## config.mk

```make
export PLATFORM = sky130hd
export DESIGN_NAME = emt_addr_calc
export DESIGN_NICKNAME = d
export VERILOG_FILES = /design/src/extent_map_translator_assert.svh /design/src/emt_pkg.sv /design/src/emt_addr_calc.sv
export SDC_FILE = /design/constraint.sdc
export NUM_CORES = 2
export LEC_CHECK = 0
export ABC_AREA = 1
export BUFFER_PORTS_ARGS = -buffer_cell sky130_fd_sc_hd__buf_2
export CORE_ASPECT_RATIO = 0.9
export CORE_MARGIN = 3
export CORE_UTILIZATION = 35
export CTS_BUF_LIST = sky130_fd_sc_hd__clkbuf_4 sky130_fd_sc_hd__clkbuf_8 sky130_fd_sc_hd__clkbuf_16
export DETAILED_ROUTE_END_ITERATION = 12
export PLACE_DENSITY = 0.57
export RECOVER_POWER = 100
export SLEW_MARGIN = 20
export SYNTH_ARGS = -nofsm -noshare
export SYNTH_HDL_FRONTEND = slang
export SYNTH_SLANG_ARGS = --single-unit
```

## constraint.sdc

```tcl
create_clock -name clk_i -period 10.75 [get_ports clk_i]
set_clock_uncertainty 0.05 [all_clocks]
set_input_delay 1.075 -clock clk_i [delete_from_list [all_inputs] [get_ports clk_i]]
set_output_delay 1.075 -clock clk_i [all_outputs]
set_load 0.1 [all_outputs]
```

## src/extent_map_translator_assert.svh

```systemverilog
// Assertion helpers for the extent map translator.
// Each macro expects clk_i and rst_ni in the scope where it is used.
`ifndef EXTENT_MAP_TRANSLATOR_ASSERT_SVH
`define EXTENT_MAP_TRANSLATOR_ASSERT_SVH

// The consequent must hold in the same cycle as the antecedent.
`define EMT_ASSERT_IMPLIES(label, ante, cons) \
  label: assert property (@(posedge clk_i) disable iff (!rst_ni) (ante) |-> (cons)) \
    else $error("extent_map_translator: same-cycle check failed");

// The consequent must hold in the cycle after the antecedent.
`define EMT_ASSERT_NEXT(label, ante, cons) \
  label: assert property (@(posedge clk_i) disable iff (!rst_ni) (ante) |=> (cons)) \
    else $error("extent_map_translator: next-cycle check failed");

`endif

```

## src/emt_pkg.sv

```systemverilog
`default_nettype none

package emt_pkg;

  // Request codes carried in the func field.
  localparam logic [1:0] FUNC_CLEAR     = 2'd0;
  localparam logic [1:0] FUNC_APPEND    = 2'd1;
  localparam logic [1:0] FUNC_TRANSLATE = 2'd2;

  // Status codes of a result beat.
  localparam logic [1:0] STATUS_OK       = 2'd0;
  localparam logic [1:0] STATUS_FULL     = 2'd1;
  localparam logic [1:0] STATUS_ZERO_LEN = 2'd2;

  // Configuration register indexes and their reset values.
  localparam int unsigned CFG_INDEX_W = 8;
  localparam logic [CFG_INDEX_W-1:0] REG_BLOCK_SIZE_LOG         = 8'd0;
  localparam logic [CFG_INDEX_W-1:0] REG_GROUP_BLOCKS           = 8'd1;
  localparam logic [CFG_INDEX_W-1:0] REG_GROUP_BLOCK_LOG        = 8'd2;
  localparam logic [CFG_INDEX_W-1:0] REG_PARTITION_FIRST_SECTOR = 8'd3;

  localparam logic [4:0]  RST_BLOCK_SIZE_LOG         = 5'd12;
  localparam logic [31:0] RST_GROUP_BLOCKS           = 32'd1;
  localparam logic [4:0]  RST_GROUP_BLOCK_LOG        = 5'd1;
  localparam logic [31:0] RST_PARTITION_FIRST_SECTOR = 32'd0;

  // Input beat.
  typedef struct packed {
    logic [1:0]  func;
    logic [53:0] extent_file_block;
    logic [51:0] extent_disk_block;
    logic [20:0] extent_length;
    logic [62:0] byte_offset;
    logic [39:0] bytes_wanted;
  } in_item_t;

  // Result beat.
  typedef struct packed {
    logic [1:0]  status;
    logic        mapped;
    logic [63:0] disk_address;
    logic [39:0] chunk_bytes;
  } out_item_t;

  // Configuration registers.
  typedef struct packed {
    logic [4:0]  block_size_log;
    logic [31:0] group_blocks;
    logic [4:0]  group_block_log;
    logic [31:0] partition_first_sector;
  } cfg_t;

  // One table entry; the end block is kept instead of the length.
  typedef struct packed {
    logic [53:0] file_start;
    logic [54:0] file_end;
    logic [51:0] disk_start;
  } extent_t;

  // Request from the scan to the address unit.
  typedef struct packed {
    logic        start;
    extent_t     entry;
    logic [62:0] blk;
    logic [30:0] boff;
    logic [39:0] want;
  } calc_req_t;

  // Answer from the address unit.
  typedef struct packed {
    logic        done;
    logic [63:0] disk_address;
    logic [39:0] chunk_bytes;
  } calc_res_t;

  // Top-level sequencer.
  typedef enum logic [2:0] {
    ST_IDLE,
    ST_SCAN,
    ST_HOLE,
    ST_CALC,
    ST_DONE
  } state_e;

  // Address unit steps.
  typedef enum logic [2:0] {
    CALC_IDLE,
    CALC_FSB,
    CALC_MUL_LO,
    CALC_MUL_HI,
    CALC_SUM,
    CALC_ADDR,
    CALC_DONE
  } calc_e;

endpackage

`default_nettype wire

```

## src/emt_addr_calc.sv

```systemverilog
`default_nettype none

module emt_addr_calc (
  input  wire logic               clk_i,
  input  wire logic               rst_ni,
  input  wire emt_pkg::cfg_t      cfg_i,
  input  wire emt_pkg::calc_req_t req_i,
  output emt_pkg::calc_res_t      res_o
);

  emt_pkg::calc_e state_q, state_d;

  logic [20:0] within_q;
  logic [20:0] left_blk_q;
  logic [51:0] disk_q;
  logic [52:0] fsb_q;
  logic [51:0] left_q;
  logic [39:0] chunk_q;
  logic [63:0] mul_q;
  logic [63:0] phys_q;
  logic [63:0] addr_q;

  logic [62:0] blk_minus_start;
  logic [62:0] end_minus_blk;
  logic [52:0] agno;
  logic [52:0] agbno;
  logic [31:0] mul_a;
  logic [63:0] mul_p;
  logic [51:0] left_shift;
  logic [51:0] left_bytes;
  logic [63:0] byte_part;
  logic [63:0] base;

  // Position of the block inside the hit extent; both fit in 21 bits.
  assign blk_minus_start = req_i.blk - {9'b0, req_i.entry.file_start};
  assign end_minus_blk   = {8'b0, req_i.entry.file_end} - req_i.blk;

  // Split the filesystem block into group number and block within the group.
  assign agno  = fsb_q >> cfg_i.group_block_log;
  assign agbno = fsb_q & ((53'd1 << cfg_i.group_block_log) - 53'd1);

  // One shared 32 by 32 multiplier: low half of the group number, then the high half.
  assign mul_a = (state_q == emt_pkg::CALC_MUL_LO) ? agno[31:0] : {11'b0, agno[52:32]};
  assign mul_p = 64'(mul_a) * 64'(cfg_i.group_blocks);

  // Bytes left to the end of the extent.
  assign left_shift = {31'b0, left_blk_q} << cfg_i.block_size_log;
  assign left_bytes = left_shift - {21'b0, req_i.boff};

  // The low bits of the shifted block are zero, so the offset is merged by OR.
  assign byte_part = (phys_q << cfg_i.block_size_log) | {33'b0, req_i.boff};
  assign base      = {23'b0, cfg_i.partition_first_sector, 9'b0};

  // Step register.
  always_ff @(posedge clk_i or negedge rst_ni) begin
    if (!rst_ni) begin
      state_q <= emt_pkg::CALC_IDLE;
    end else begin
      state_q <= state_d;
    end
  end

  // Step sequence.
  always_comb begin
    state_d = state_q;
    case (state_q)
      emt_pkg::CALC_IDLE:   if (req_i.start) state_d = emt_pkg::CALC_FSB;
      emt_pkg::CALC_FSB:    state_d = emt_pkg::CALC_MUL_LO;
      emt_pkg::CALC_MUL_LO: state_d = emt_pkg::CALC_MUL_HI;
      emt_pkg::CALC_MUL_HI: state_d = emt_pkg::CALC_SUM;
      emt_pkg::CALC_SUM:    state_d = emt_pkg::CALC_ADDR;
      emt_pkg::CALC_ADDR:   state_d = emt_pkg::CALC_DONE;
      emt_pkg::CALC_DONE:   state_d = emt_pkg::CALC_IDLE;
      default:              state_d = emt_pkg::CALC_IDLE;
    endcase
  end

  // Datapath, one piece of arithmetic per step.
  always_ff @(posedge clk_i) begin
    case (state_q)
      emt_pkg::CALC_IDLE: begin
        if (req_i.start) begin
          within_q   <= blk_minus_start[20:0];
          left_blk_q <= end_minus_blk[20:0];
          disk_q     <= req_i.entry.disk_start;
        end
      end
      emt_pkg::CALC_FSB: begin
        fsb_q  <= {1'b0, disk_q} + {32'b0, within_q};
        left_q <= left_bytes;
      end
      emt_pkg::CALC_MUL_LO: begin
        mul_q   <= mul_p;
        chunk_q <= ({12'b0, req_i.want} < left_q) ? req_i.want : left_q[39:0];
      end
      emt_pkg::CALC_MUL_HI: begin
        phys_q <= mul_q + {11'b0, agbno};
        mul_q  <= mul_p;
      end
      emt_pkg::CALC_SUM: begin
        phys_q <= phys_q + {mul_q[31:0], 32'b0};
      end
      emt_pkg::CALC_ADDR: begin
        addr_q <= base + byte_part;
      end
      default: begin
      end
    endcase
  end

  assign res_o.done         = (state_q == emt_pkg::CALC_DONE);
  assign res_o.disk_address = addr_q;
  assign res_o.chunk_bytes  = chunk_q;

endmodule

`default_nettype wire

```

==> impl_metrics.xml <==
<?xml version="1.0" encoding="UTF-8"?>
<metrics>
  <group name="floorplan">
    <metric name="die_y" unit="um">435.0</metric>
    <metric name="coreArea" unit="um^2">202000</metric>
    <metric name="rows" unit="">156</metric>
    <metric name="die-width" unit="um">482.7</metric>
    <metric name="initial_core_util" unit="%">35.43</metric>
    <metric name="die_area" unit="um^2">210000</metric>
    <metric name="io_pins" unit="">477</metric>
  </group>
  <group name="yosys">
    <metric name="yosys.area_share.xor_xnor" unit="%">3.243</metric>
    <metric name="synthesis.area_per_instance" unit="um^2">7.633</metric>
    <metric name="synth_warnings" unit="">0</metric>
    <metric name="post_synth_mux_area_share" unit="%">0.4196</metric>
    <metric name="yosys_register_bits" unit="">434</metric>
    <metric name="synth.distinct_cells" unit="">70</metric>
    <metric name="share_of_flip_flops_with_an_asynchronous_set_or_reset_after_synthesis" unit="%">0.6912</metric>
    <metric name="synth_compound_gate_area_share" unit="%">9.215</metric>
    <metric name="postSynth.topFlopCell" unit="">edfxtp_1</metric>
    <metric name="yosysSeqAreaShare" unit="%">18.19</metric>
    <metric name="count_of_mapped_cells_out_of_synthesis" unit="">9376</metric>
    <metric name="synthAdderAreaFrac" unit="%">34.19</metric>
    <metric name="syn-cell-area" unit="um^2">71570</metric>
    <metric name="dominant_combinational_cell_family_by_area_after_synthesis" unit="">adder cells</metric>
    <metric name="synth_edf_count" unit="">431</metric>
    <metric name="synth_simple_gate_area_share" unit="%">23.35</metric>
  </group>
  <group name="placed_design">
    <metric name="post-dp-hpwl" unit="mm">215.4</metric>
    <metric name="gp_routability_congestion" unit="">0.9743</metric>
    <metric name="port_buffers" unit="">367</metric>
  </group>
  <group name="finish">
    <metric name="multi_input_comb_area" unit="um^2">50440</metric>
    <metric name="finish.net_count" unit="">11360</metric>
    <metric name="final_layout_size_suffix_gt1_share" unit="%">5.432</metric>
    <metric name="layout.cells.most_common_list" unit="">nand2_1 (1994), inv_1 (1664), nor2_1 (997)</metric>
    <metric name="layout.filler_cells" unit="">21300</metric>
    <metric name="layout-area-overhead-vs-synth" unit="%">8.379</metric>
    <metric name="layout.cells.most_common" unit="">nand2_1</metric>
    <metric name="sequential_cell_area" unit="um^2">13020</metric>
  </group>
  <group name="run_status">
    <metric name="outcome" unit="">finished with violations</metric>
    <metric name="violations" unit="">max-capacitance violations, max-slew violations</metric>
  </group>
  <group name="cts">
    <metric name="cts_buffers" unit="">50</metric>
    <metric name="clock-sinks" unit="">434</metric>
    <metric name="cts_repair_resize_count" unit="">0</metric>
    <metric name="post_cts_buffers" unit="">0</metric>
    <metric name="ctsHoldBuffers" unit="">0</metric>
    <metric name="ctsLongestPathBuffers" unit="">3</metric>
    <metric name="cts.clk_slew.worst_paths" unit="ns">0.06</metric>
    <metric name="cts.htree.levels" unit="">2</metric>
    <metric name="cts_tree" unit="">done</metric>
    <metric name="clock_latency" unit="ns">0.64</metric>
    <metric name="clockRootBuffer" unit="">clkbuf_16</metric>
  </group>
  <group name="critical_path">
    <metric name="setup.worst_path.class" unit="">input port to flip-flop</metric>
    <metric name="cp.arrival" unit="ns">10.29</metric>
    <metric name="required" unit="ns">11.03</metric>
    <metric name="path_max_fanout" unit="">31</metric>
    <metric name="worst_path_max_delay_cell" unit="">inv_1</metric>
    <metric name="worst_path_most_repeated_cell" unit="">fa_1</metric>
    <metric name="r2r_slack" unit="ns">1.15</metric>
    <metric name="worst_setup_path_end_kind" unit="">flip-flop</metric>
    <metric name="cpPeakStageDelay" unit="ns">0.78</metric>
    <metric name="critical_path.startpoint_type" unit="">input port</metric>
  </group>
  <group name="detailed_routing">
    <metric name="via_per_inst" unit="">5.284</metric>
    <metric name="drt_iter0_markers" unit="">6441</metric>
    <metric name="detail_route.wirelength" unit="mm">260.1</metric>
    <metric name="iteration_count_of_the_initial_detailed_routing_pass" unit="">6</metric>
    <metric name="detailroute.via_count" unit="">65010</metric>
    <metric name="ant_nets" unit="">0</metric>
    <metric name="drt_drc_violations_left" unit="">0</metric>
    <metric name="detail_route.wl_per_cell" unit="um">21.14</metric>
  </group>
  <group name="global_routing">
    <metric name="grt_max_degree" unit="">102</metric>
    <metric name="grt_antenna_before_repair" unit="">22</metric>
    <metric name="grt_remaining_overflow" unit="">0</metric>
    <metric name="grt_pass1_vias" unit="">64630</metric>
    <metric name="grt_usage" unit="%">24.33</metric>
    <metric name="grt_first_pass_wirelength" unit="mm">392.7</metric>
  </group>
  <group name="hold_path">
    <metric name="timing.hold.worst.class" unit="">input port to async pin</metric>
  </group>
  <group name="timing">
    <metric name="timing_worst_slew_pin_value" unit="ns">4.175</metric>
    <metric name="timing.final.setup_violations" unit="">0</metric>
    <metric name="finalHoldViolations" unit="">0</metric>
    <metric name="post-route-min-period" unit="ns">10.02</metric>
    <metric name="achievable-frequency" unit="MHz">99.82</metric>
    <metric name="slew_headroom" unit="%">-178.3</metric>
    <metric name="final.period_utilization" unit="%">93.19</metric>
    <metric name="tns" unit="ns">0</metric>
    <metric name="unrepaired_setup_endpoints_after_global_routing" unit="">false</metric>
    <metric name="timing_max_transition_violations_final" unit="">681</metric>
  </group>
  <group name="run">
    <metric name="drv_cap" unit="">12</metric>
  </group>
</metrics>
==> metal layers <==
| metal | global-route usage [%] | part of all wire [%] | vias up | wire (um) |
|---|---|---|---|---|
| li1 | - | - | 30150 | - |
| met1 | 34.29 | 44 | 31740 | 113500 |
| met2 | 38.46 | 45 | 2692 | 116200 |
| met3 | 4.090 | 8.4 | 412 | 21770 |
| met4 | 6.581 | 3.2 | 20 | 8429 |
| met5 | 0 | 0.052 | - | 136 |
==> cell usage after synthesis (15+ instances only) <==
master / count / share of area, %
o21bai_1: 42 / 0.44
buf_4: 28 / 0.29
a21o_1: 44 / 0.46
o21ai_0: 391 / 2.7
nand4_1: 139 / 1.2
edfxtp_1: 431 / 18
inv_1: 1665 / 8.7
xnor2_1: 83 / 1.0
mux2i_1: 30 / 0.42
fa_1: 903 / 25
nor4_1: 27 / 0.24
nand2_2: 15 / 0.13
buf_2: 137 / 0.96
nand3_1: 694 / 4.9
inv_2: 23 / 0.12
clkbuf_1: 148 / 0.78
nor2_1: 996 / 5.2
ha_1: 511 / 8.9
a31oi_1: 72 / 0.63
nor3_1: 59 / 0.41
buf_6: 19 / 0.30
buf_1: 27 / 0.14
o21a_1: 30 / 0.31
o21ai_1: 56 / 0.39
nor2_2: 22 / 0.19
a21oi_1: 428 / 3.0
xor2_1: 182 / 2.2
o211ai_1: 25 / 0.26
nand2_1: 1993 / 10
a21boi_0: 25 / 0.26
==> registers in the layout, indices dropped and copies added, names as in the netlist <==
name        flops
addr_q         64
chunk_q        40
disk_q         52
fsb_q          53
left_blk_q     21
left_q         52
mul_q          64
phys_q         64
state_q         3
within_q       21
==> cell families (layout without fill, tap and decap cells) <==
| family | after synthesis | in the layout |
|---|---|---|
| DFF | 434 | 434 |
| adders and majority gates | 1414 | 1414 |
| xor gates and xnor gates | 265 | 265 |
| buffers and inverters | 2057 | 2281 |
| other | 1 | 18 |
| AOI/OAI and AO/OA | 1170 | 1170 |
| muxes | 30 | 30 |
| and+or+nand+nor | 4005 | 4005 |
==> worst max-delay path: cells and delay by family <==
family,cells,cell delay [ns]
buffers and inverters,7,1.73
AOI/OAI and AO/OA,3,0.61
adders and majority gates,9,4.35
and+or+nand+nor,12,2.14
xor gates and xnor gates,1,0.15
muxes,1,0.19
==> path summary, 6_finish.rpt <==
check                                start         end  depth (start not counted)
min in group clk_i               disk_q[0]    fsb_q[0]                          1
max in group asynchronous           rst_ni  state_q[2]                          1
worst min-delay path                rst_ni  state_q[1]                          1
worst min register to register   disk_q[0]    fsb_q[0]                          1
worst max register to register  state_q[2]   mul_q[63]                         29
worst max-delay path             cfg_i[32]   mul_q[53]                         33
==> per-stage QoR <==
step	setup WS [ns]	instance area, um^2	hold slack, ns	instances	util, %
final	0.7323	77570	0.2267	12300	38.40
after detailed placement	0.5094	76170	0.4847	12210	37.70
after global placement	0.5347	76170	0.4854	12210	37.70
after floorplan	1.089	71610	0.4628	9386	-
after CTS	1.102	77840	0.1671	12300	38.53
after global routing	0.2724	77560	0.2035	12300	38.39
==> final cells by class <==
cell class	instances	share of cell area [%]
repair buffers	493	3.455
multi-input cells	6895	65.03
flip-flops and latches	434	16.78
well taps	2686	4.333
clock inverters	27	0.3533
diodes	7	0.02258
inverters	1698	8.227
clock buffers	63	1.800
Power is left out: the tool's default activity adds up to more than one toggle a clock period on the data nets, which glitch-free logic cannot reach.
